File: src/hdl/wms_pkg.sv
package wms_pkg;

  localparam int unsigned MAX_COUNT = 32;
  localparam int unsigned SAMPLE_W  = 32;
  localparam int unsigned USED_W    = 6;

  typedef struct packed {
    logic signed [SAMPLE_W-1:0] sample;
    logic                       last;
  } in_item_t;

  typedef struct packed {
    logic signed [SAMPLE_W-1:0] median_value;
    logic [USED_W-1:0]          used_count;
    logic                       overflow;
  } out_item_t;

  // Broadcast control that every cell of the chain sees in the same cycle.
  typedef struct packed {
    logic                       insert;
    logic                       shift;
    logic signed [SAMPLE_W-1:0] key;
  } cell_ctrl_t;

endpackage

File: src/hdl/window_median_select.sv
// Window median selector. Samples of a window (signed Q16.16) enter one per
// cycle and are kept in ascending order by a chain of MaxCount insertion
// cells: every cell compares the new sample against its own value in
// parallel and either keeps its value, takes its lower neighbor's value, or
// takes the new sample. The item that carries last is placed like any other
// and then closes the window. The chain is then shifted down toward cell 0
// until cell 0 (and cell 1 for an even count of stored samples) hold the
// middle pair; the median, averaging the middle pair rounded toward minus
// infinity for an even count, is then formed into the output register. The
// input stalls during the drain and while a finished result still waits in
// the output register when the next drain completes. Samples arriving while
// the chain holds MaxCount entries are dropped and flagged in overflow;
// used_count is the stored count kept to its low 6 bits.
module window_median_select #(
  parameter int unsigned MaxCount = wms_pkg::MAX_COUNT
) (
  input  logic                clk_i,
  input  logic                rst_ni,
  input  logic                in_valid_i,
  output logic                in_stall_o,
  input  wms_pkg::in_item_t   in_item_i,
  output logic                out_valid_o,
  input  logic                out_stall_i,
  output wms_pkg::out_item_t  out_item_o
);
  import wms_pkg::*;

  localparam int unsigned CntW = $clog2(MaxCount + 1);

  typedef enum logic [0:0] {
    ST_FILL,
    ST_DRAIN
  } state_e;

  state_e            state_q;
  logic [CntW-1:0]   fill_count_q;
  logic [CntW-1:0]   drain_cnt_q;
  logic              dropped_q;
  logic              out_valid_q;
  out_item_t         out_q;

  logic              in_accept;
  logic              full;
  logic              drain_done;
  logic              out_free;
  cell_ctrl_t        ctrl;

  logic signed [SAMPLE_W-1:0] cell_value [MaxCount+1];
  logic                       cell_greater [MaxCount];
  logic                       cell_occupied [MaxCount];

  logic signed [SAMPLE_W:0]   pair_sum;
  logic signed [SAMPLE_W-1:0] median;
  logic [CntW-1:0]            count_after;

  assign in_stall_o = (state_q != ST_FILL);
  assign in_accept  = in_valid_i && !in_stall_o;
  assign full       = (fill_count_q == CntW'(MaxCount));
  assign drain_done = (state_q == ST_DRAIN) && (drain_cnt_q == '0);
  assign out_free   = !out_valid_q || !out_stall_i;

  always_comb begin
    ctrl.insert = in_accept && !full;
    ctrl.shift  = (state_q == ST_DRAIN) && (drain_cnt_q != '0);
    ctrl.key    = in_item_i.sample;
  end

  // The insertion chain. Cell 0 holds the smallest sample.
  for (genvar i = 0; i < MaxCount; i++) begin : g_cell
    assign cell_occupied[i] = (fill_count_q > CntW'(i));

    if (i == 0) begin : g_first
      wms_cell u_cell (
        .clk_i           (clk_i),
        .ctrl_i          (ctrl),
        .occupied_i      (cell_occupied[i]),
        .left_occupied_i (1'b1),
        .left_greater_i  (1'b0),
        .left_value_i    (in_item_i.sample),
        .right_value_i   (cell_value[i+1]),
        .value_o         (cell_value[i]),
        .greater_o       (cell_greater[i])
      );
    end else begin : g_rest
      wms_cell u_cell (
        .clk_i           (clk_i),
        .ctrl_i          (ctrl),
        .occupied_i      (cell_occupied[i]),
        .left_occupied_i (cell_occupied[i-1]),
        .left_greater_i  (cell_greater[i-1]),
        .left_value_i    (cell_value[i-1]),
        .right_value_i   (cell_value[i+1]),
        .value_o         (cell_value[i]),
        .greater_o       (cell_greater[i])
      );
    end
  end

  // The cell past the top of the chain feeds zeros during the drain.
  assign cell_value[MaxCount] = '0;

  // After the drain, cell 0 holds the lower middle sample and cell 1 the
  // upper one of an even count. The mean's floor is an arithmetic shift.
  assign pair_sum = {cell_value[0][SAMPLE_W-1], cell_value[0]}
                  + {cell_value[1][SAMPLE_W-1], cell_value[1]};
  assign median   = fill_count_q[0] ? cell_value[0] : pair_sum[SAMPLE_W:1];

  assign count_after = full ? fill_count_q : fill_count_q + CntW'(1);

  always_ff @(posedge clk_i or negedge rst_ni) begin
    if (!rst_ni) begin
      state_q      <= ST_FILL;
      fill_count_q <= '0;
      drain_cnt_q  <= '0;
      dropped_q    <= 1'b0;
      out_valid_q  <= 1'b0;
    end else begin
      // A new result may replace one that leaves in the same cycle.
      if (drain_done && out_free) begin
        out_valid_q <= 1'b1;
      end else if (out_valid_q && !out_stall_i) begin
        out_valid_q <= 1'b0;
      end
      unique case (state_q)
        ST_FILL: begin
          if (in_accept) begin
            fill_count_q <= count_after;
            if (full) begin
              dropped_q <= 1'b1;
            end
            if (in_item_i.last) begin
              drain_cnt_q <= (count_after - CntW'(1)) >> 1;
              state_q     <= ST_DRAIN;
            end
          end
        end
        ST_DRAIN: begin
          if (drain_cnt_q != '0) begin
            drain_cnt_q <= drain_cnt_q - CntW'(1);
          end else if (out_free) begin
            fill_count_q <= '0;
            dropped_q    <= 1'b0;
            state_q      <= ST_FILL;
          end
        end
        default: state_q <= ST_FILL;
      endcase
    end
  end

  // Output payload register; loaded when the drain completes.
  always_ff @(posedge clk_i) begin
    if (drain_done && out_free) begin
      out_q.median_value <= median;
      out_q.used_count   <= USED_W'(fill_count_q);
      out_q.overflow     <= dropped_q;
    end
  end

  assign out_valid_o = out_valid_q;
  assign out_item_o  = out_q;

`ifndef SYNTH
  a_count_bound : assert property (@(posedge clk_i) disable iff (!rst_ni)
    fill_count_q <= CntW'(MaxCount))
    else $error("fill count beyond chain length");

  a_drop_only_full : assert property (@(posedge clk_i) disable iff (!rst_ni)
    dropped_q |-> full)
    else $error("drop flag set with free cells");

  a_last_drains : assert property (@(posedge clk_i) disable iff (!rst_ni)
    in_accept && in_item_i.last |=> state_q == ST_DRAIN)
    else $error("window close did not start a drain");

  a_result_from_drain : assert property (@(posedge clk_i) disable iff (!rst_ni)
    $rose(out_valid_q) |-> $past(drain_done))
    else $error("result appeared without a finished drain");

  a_window_empty_after : assert property (@(posedge clk_i) disable iff (!rst_ni)
    $rose(out_valid_q) |-> fill_count_q == '0 && !dropped_q)
    else $error("window not emptied after result");
`endif

endmodule

File: src/hdl/wms_cell.sv
module wms_cell (
  input  logic                               clk_i,
  input  wms_pkg::cell_ctrl_t                ctrl_i,
  input  logic                               occupied_i,
  input  logic                               left_occupied_i,
  input  logic                               left_greater_i,
  input  logic signed [wms_pkg::SAMPLE_W-1:0] left_value_i,
  input  logic signed [wms_pkg::SAMPLE_W-1:0] right_value_i,
  output logic signed [wms_pkg::SAMPLE_W-1:0] value_o,
  output logic                               greater_o
);
  import wms_pkg::*;

  logic signed [SAMPLE_W-1:0] value_q, value_d;
  logic                       load;

  // Strictly greater, so an equal key lands after the samples already held.
  assign greater_o = occupied_i && (value_q > ctrl_i.key);
  // A cell loads when its value moves up, or when it is the first free cell.
  assign load      = greater_o || (!occupied_i && left_occupied_i);

  always_comb begin
    value_d = value_q;
    if (ctrl_i.shift) begin
      value_d = right_value_i;
    end else if (ctrl_i.insert && load) begin
      value_d = left_greater_i ? left_value_i : ctrl_i.key;
    end
  end

  always_ff @(posedge clk_i) begin
    value_q <= value_d;
  end

  assign value_o = value_q;

endmodule
File: config.mk
export PLATFORM = sky130hd
export DESIGN_NAME = window_median_select
export DESIGN_NICKNAME = d
export VERILOG_FILES = /design/src/hdl/wms_pkg.sv /design/src/hdl/window_median_select.sv /design/src/hdl/wms_cell.sv
export SDC_FILE = /design/constraint.sdc
export NUM_CORES = 2
export LEC_CHECK = 0
export BUFFER_PORTS_ARGS = -buffer_cell sky130_fd_sc_hd__buf_2
export CORE_ASPECT_RATIO = 1.4
export CORE_MARGIN = 8
export CORE_UTILIZATION = 40
export CTS_CLUSTER_DIAMETER = 120
export DETAILED_ROUTE_END_ITERATION = 6
export PLACE_DENSITY = 0.56
export SYNTH_ARGS = -nofsm -noshare
export SYNTH_HDL_FRONTEND = slang
export SYNTH_SLANG_ARGS = --single-unit
File: constraint.sdc
create_clock -name clk_i -period 13.53 [get_ports clk_i]
set_clock_uncertainty 0.05 [all_clocks]
set_input_delay 0.6765 -clock clk_i [delete_from_list [all_inputs] [get_ports clk_i]]
set_output_delay 0.6765 -clock clk_i [all_outputs]
set_load 0.01 [all_outputs]
==> run metrics <==
status=finished with violations; failing checks=max-capacitance violations; die span in x=between 300 and 400 µm; maxcap violations=1; GPL Wtd Cong=0.968; Hold Path Stages=2; worst path cell trace=buf_2, buf_4, inv_2, buf_4, ha_1, a21oi_1, a21oi_1, o311ai_0, nand4b_1, mux2i_4, buf_4, o31a_1, o21ai_4, buf_4; Slew Viols, Final=0; reg2reg end=g_cell[25].g_rest.u_cell.value_o[8]; Post-route DRC=0; vias in the first global route=between 60000 and 70000; Vias/cell=between 6 and 7; Vias=70400; Worst Setup Path Type=input pin to flop; # hold bufs at CTS=1; die height=around 540 µm; Netlist cell types=85; gr ovfl total=0; Initial Utilization=0.400; synthesized instance count=slightly above 8000; Int Pwr=about 12 mW; top post-synthesis cells by area=edfxtp_1 39%, ha_1 17%, mux2i_1 5.5%; Most used DFF post-synth=edfxtp_1; core area=a little under 200000 µm²; worst-margin pin slew=between 1 and 1.5 ns; Yosys top cell by area=edfxtp_1; Fmax=0.168 GHz; first-pass GRT wire length=between 500000 and 600000 µm; clock latency on the worst-skew pair=roughly 0.84 ns; TritonCTS clock tree=yes; Max VDD drop=192 µV; class of the worst hold path=input pin to flop; Port Buf Inserts=between 70 and 80; Synth top area share=0.389; largest net degree at the start of global routing=224; antenna violations before repair=18; crit path from=in_item_i[4]; FP Rows=slightly below 200; switching power total=around 11 mW; Final HPWL DP=about 260000 µm; Final Hold Fails=0; clock slew at reported path FFs=around 0.060 ns; crit-path most repeated cell=buf_4; Die Footprint=214000 µm²; slew margin rel.=0.00958; CP Max Fanout=33; clock buffer depth=3; Worst R2R Start=fill_count_q[0]; Setup-failing EPs final=0; TNS Setup=0 ns; worst setup path endpoint=g_cell[25].g_rest.u_cell.value_o[8]; PwrDens=around 270 nW/µm²; RSZ-0062 raised after global routing=no; static leakage=approximately 36 nW; CTS root buffer=clkbuf_16; Worst EP arrival=6.38 ns; final WL=~360000 µm; syn_nets=slightly above 9000; asr flop ratio synth=0.0139; global routing's busiest layer=met2; clock power share=0.149; Seq/Total Area, Yosys=0.402; IO Count=between 70 and 80; switching fraction of total power=0.471; Crit path largest cell delay=1.08 ns; Post-synth EDFFs=between 1000 and 1500; # clock sinks=roughly 1100; layout cells sized above 1=0.0753; CP required=~14 ns; GR Util met2=0.542; Yosys reg bits=1078; Synth Warn #=0; design area=approximately 87000 µm²; path depth of the worst reg2reg path=14; M3 GR Usage=0.0525; drt pass-1 iters=6; Final Cycle Share=0.440; met1 usage=0.338; wire per inst=roughly 33 µm; placed inst area=around 83000 µm²; initial DRC count=around 7500; part of the power in combinational logic=0.481; # Post-CTS Setup Buffers=0; Worst setup EP type=flop; CP max-delay cell=o311ai_0; CTS Buf Count=roughly 120; area delta synth->final=9.66%; Final Critical Period=between 5 and 6 ns; CP startpoint kind=input pin; H-tree lvl count=3; post-cts sizing count=0; nets=about 9000; DRT antenna net count=0; Syn Area/Cell=9.86 µm²; Cell Area, Synth=79600 µm²; GRT Total Usage=0.321; sequential power share=0.370; reg2reg setup slack=roughly 8 ns
## cell usage in the layout, fill, tap and decap left out, types with 21 or more instances in the layout
cell       Yosys  layout
a211oi_1      29      29
a21o_1       325     325
a21oi_1      358     356
a221o_1      388     388
a221oi_1      27      27
a22oi_1       65      65
a31oi_1       30      28
and3_1        69      69
buf_2         52      77
buf_4         10     183
clkbuf_16      0     121
clkinv_1       1      27
clkinv_2       0      26
dfxtp_1       32      32
edfxtp_1    1031    1031
ha_1        1062    1062
inv_1        125      94
inv_2          0      31
mux2i_1      441     438
nand2_1     1116    1113
nand2b_1      30      30
nand3_1      290     290
nand4_1      321     321
nor2_1       510     479
nor2_4         0      31
nor2b_1       70      70
nor3_1        68      65
nor4_1        31      26
o211ai_1     110     110
o21a_1        26      25
o21ai_0      604     584
o21ai_1       50      50
o31ai_1       24      21
xnor2_1       21      21
## stage by stage
step	cells	hold WS (ns)	worst slack [ns]	utilization	power [mW]
2_1_floorplan	8075	0.331	7.29	-	15.0
3_3_place_gp	10400	0.442	5.91	0.419	19.6
3_5_place_dp	10400	0.456	6.99	0.419	19.8
4_1_cts	10600	0.107	7.82	0.439	23.4
5_1_grt	10700	0.126	7.64	0.439	24.8
6_report	10700	0.101	7.58	0.439	23.6
## area by class of cell
| class | count | area (µm²) |
|---|---|---|
| antenna | 12 | 30.0 |
| multi-input combinational | 6311 | 45600 |
| clock buffer | 144 | 3160 |
| inverter | 126 | 473 |
| fill | 19000 | 112000 |
| sequential | 1078 | 32000 |
| clock inverter | 78 | 823 |
| tap | 2646 | 3310 |
| timing repair buffer | 266 | 1870 |
## Yosys cell counts, types with 17 or more instances
library cell / count
nor3_1: 68
a21o_1: 325
edfxtp_1: 1031
a211oi_1: 29
a221oi_1: 27
dfxtp_1: 32
o221ai_1: 17
inv_1: 125
nand2_1: 1116
o21ai_1: 50
clkbuf_1: 458
o21a_1: 26
a221o_1: 388
nor2b_1: 70
a22oi_1: 65
mux2i_1: 441
nand2b_1: 30
xnor2_1: 21
o21ai_0: 604
a21oi_1: 358
nand4_1: 321
nor2_1: 510
buf_2: 52
nor4_1: 31
o31ai_1: 24
o211ai_1: 110
and3_1: 69
buf_1: 35
ha_1: 1062
a31oi_1: 30
nand3_1: 290
## state kept, by name, indices dropped and copies added (netlist names)
signal,count
fill_count_q,6
out_valid_o,1
out_item_o,39
dropped_q,1
drain_cnt_q,6
g_cell.g_first.u_cell.value_o,32
g_cell.g_rest.u_cell.value_o,992
in_stall_o,1
## worst max-delay path: cells and delay by family
kind	cells	cell delay, ns
and+or+nand+nor	1	0.32
buffers and inverters	6	2.25
AOI/OAI and AO/OA	5	1.64
adders and majority gates	1	0.38
muxes	1	0.98
## layer usage
metal / vias up / part of all wire / wire [µm]
li1: 30700 / - / -
met1: 34500 / 0.33 / 119000
met2: 3875 / 0.48 / 171000
met3: 1275 / 0.072 / 25500
met4: 0 / 0.11 / 40700
met5: - / 0 / 0
## worst min-delay path by stage
stage	startpoint	to	slack (ns)
after CTS	in_item_i[0]	drain_cnt_q[5]	0.11
after floorplan	rst_ni	drain_cnt_q[0]	0.33
after detailed placement	drain_cnt_q[1]	drain_cnt_q[1]	0.46
final	in_item_i[0]	drain_cnt_q[5]	0.10
after global placement	drain_cnt_q[1]	drain_cnt_q[1]	0.44
after global routing	in_item_i[0]	drain_cnt_q[5]	0.13
## cells by family after synthesis
family | share of synthesized area
AOI/OAI and AO/OA | 0.187
xor gates and xnor gates | 0.00407
adders and majority gates | 0.167
buffers and inverters | 0.0341
DFF | 0.402
muxes | 0.0585
and+or+nand+nor | 0.148
## power by group through the flow
stage	logic [mW]	registers (mW)	clock network [mW]
finish	11.4	8.74	3.53
global route	12.3	8.84	3.66
CTS	11.1	8.68	3.54
detailed placement	11.1	8.74	0
global placement	10.8	8.75	0
floorplan	7.49	7.54	0
No activity file was read; power rests on OpenSTA's default activity.
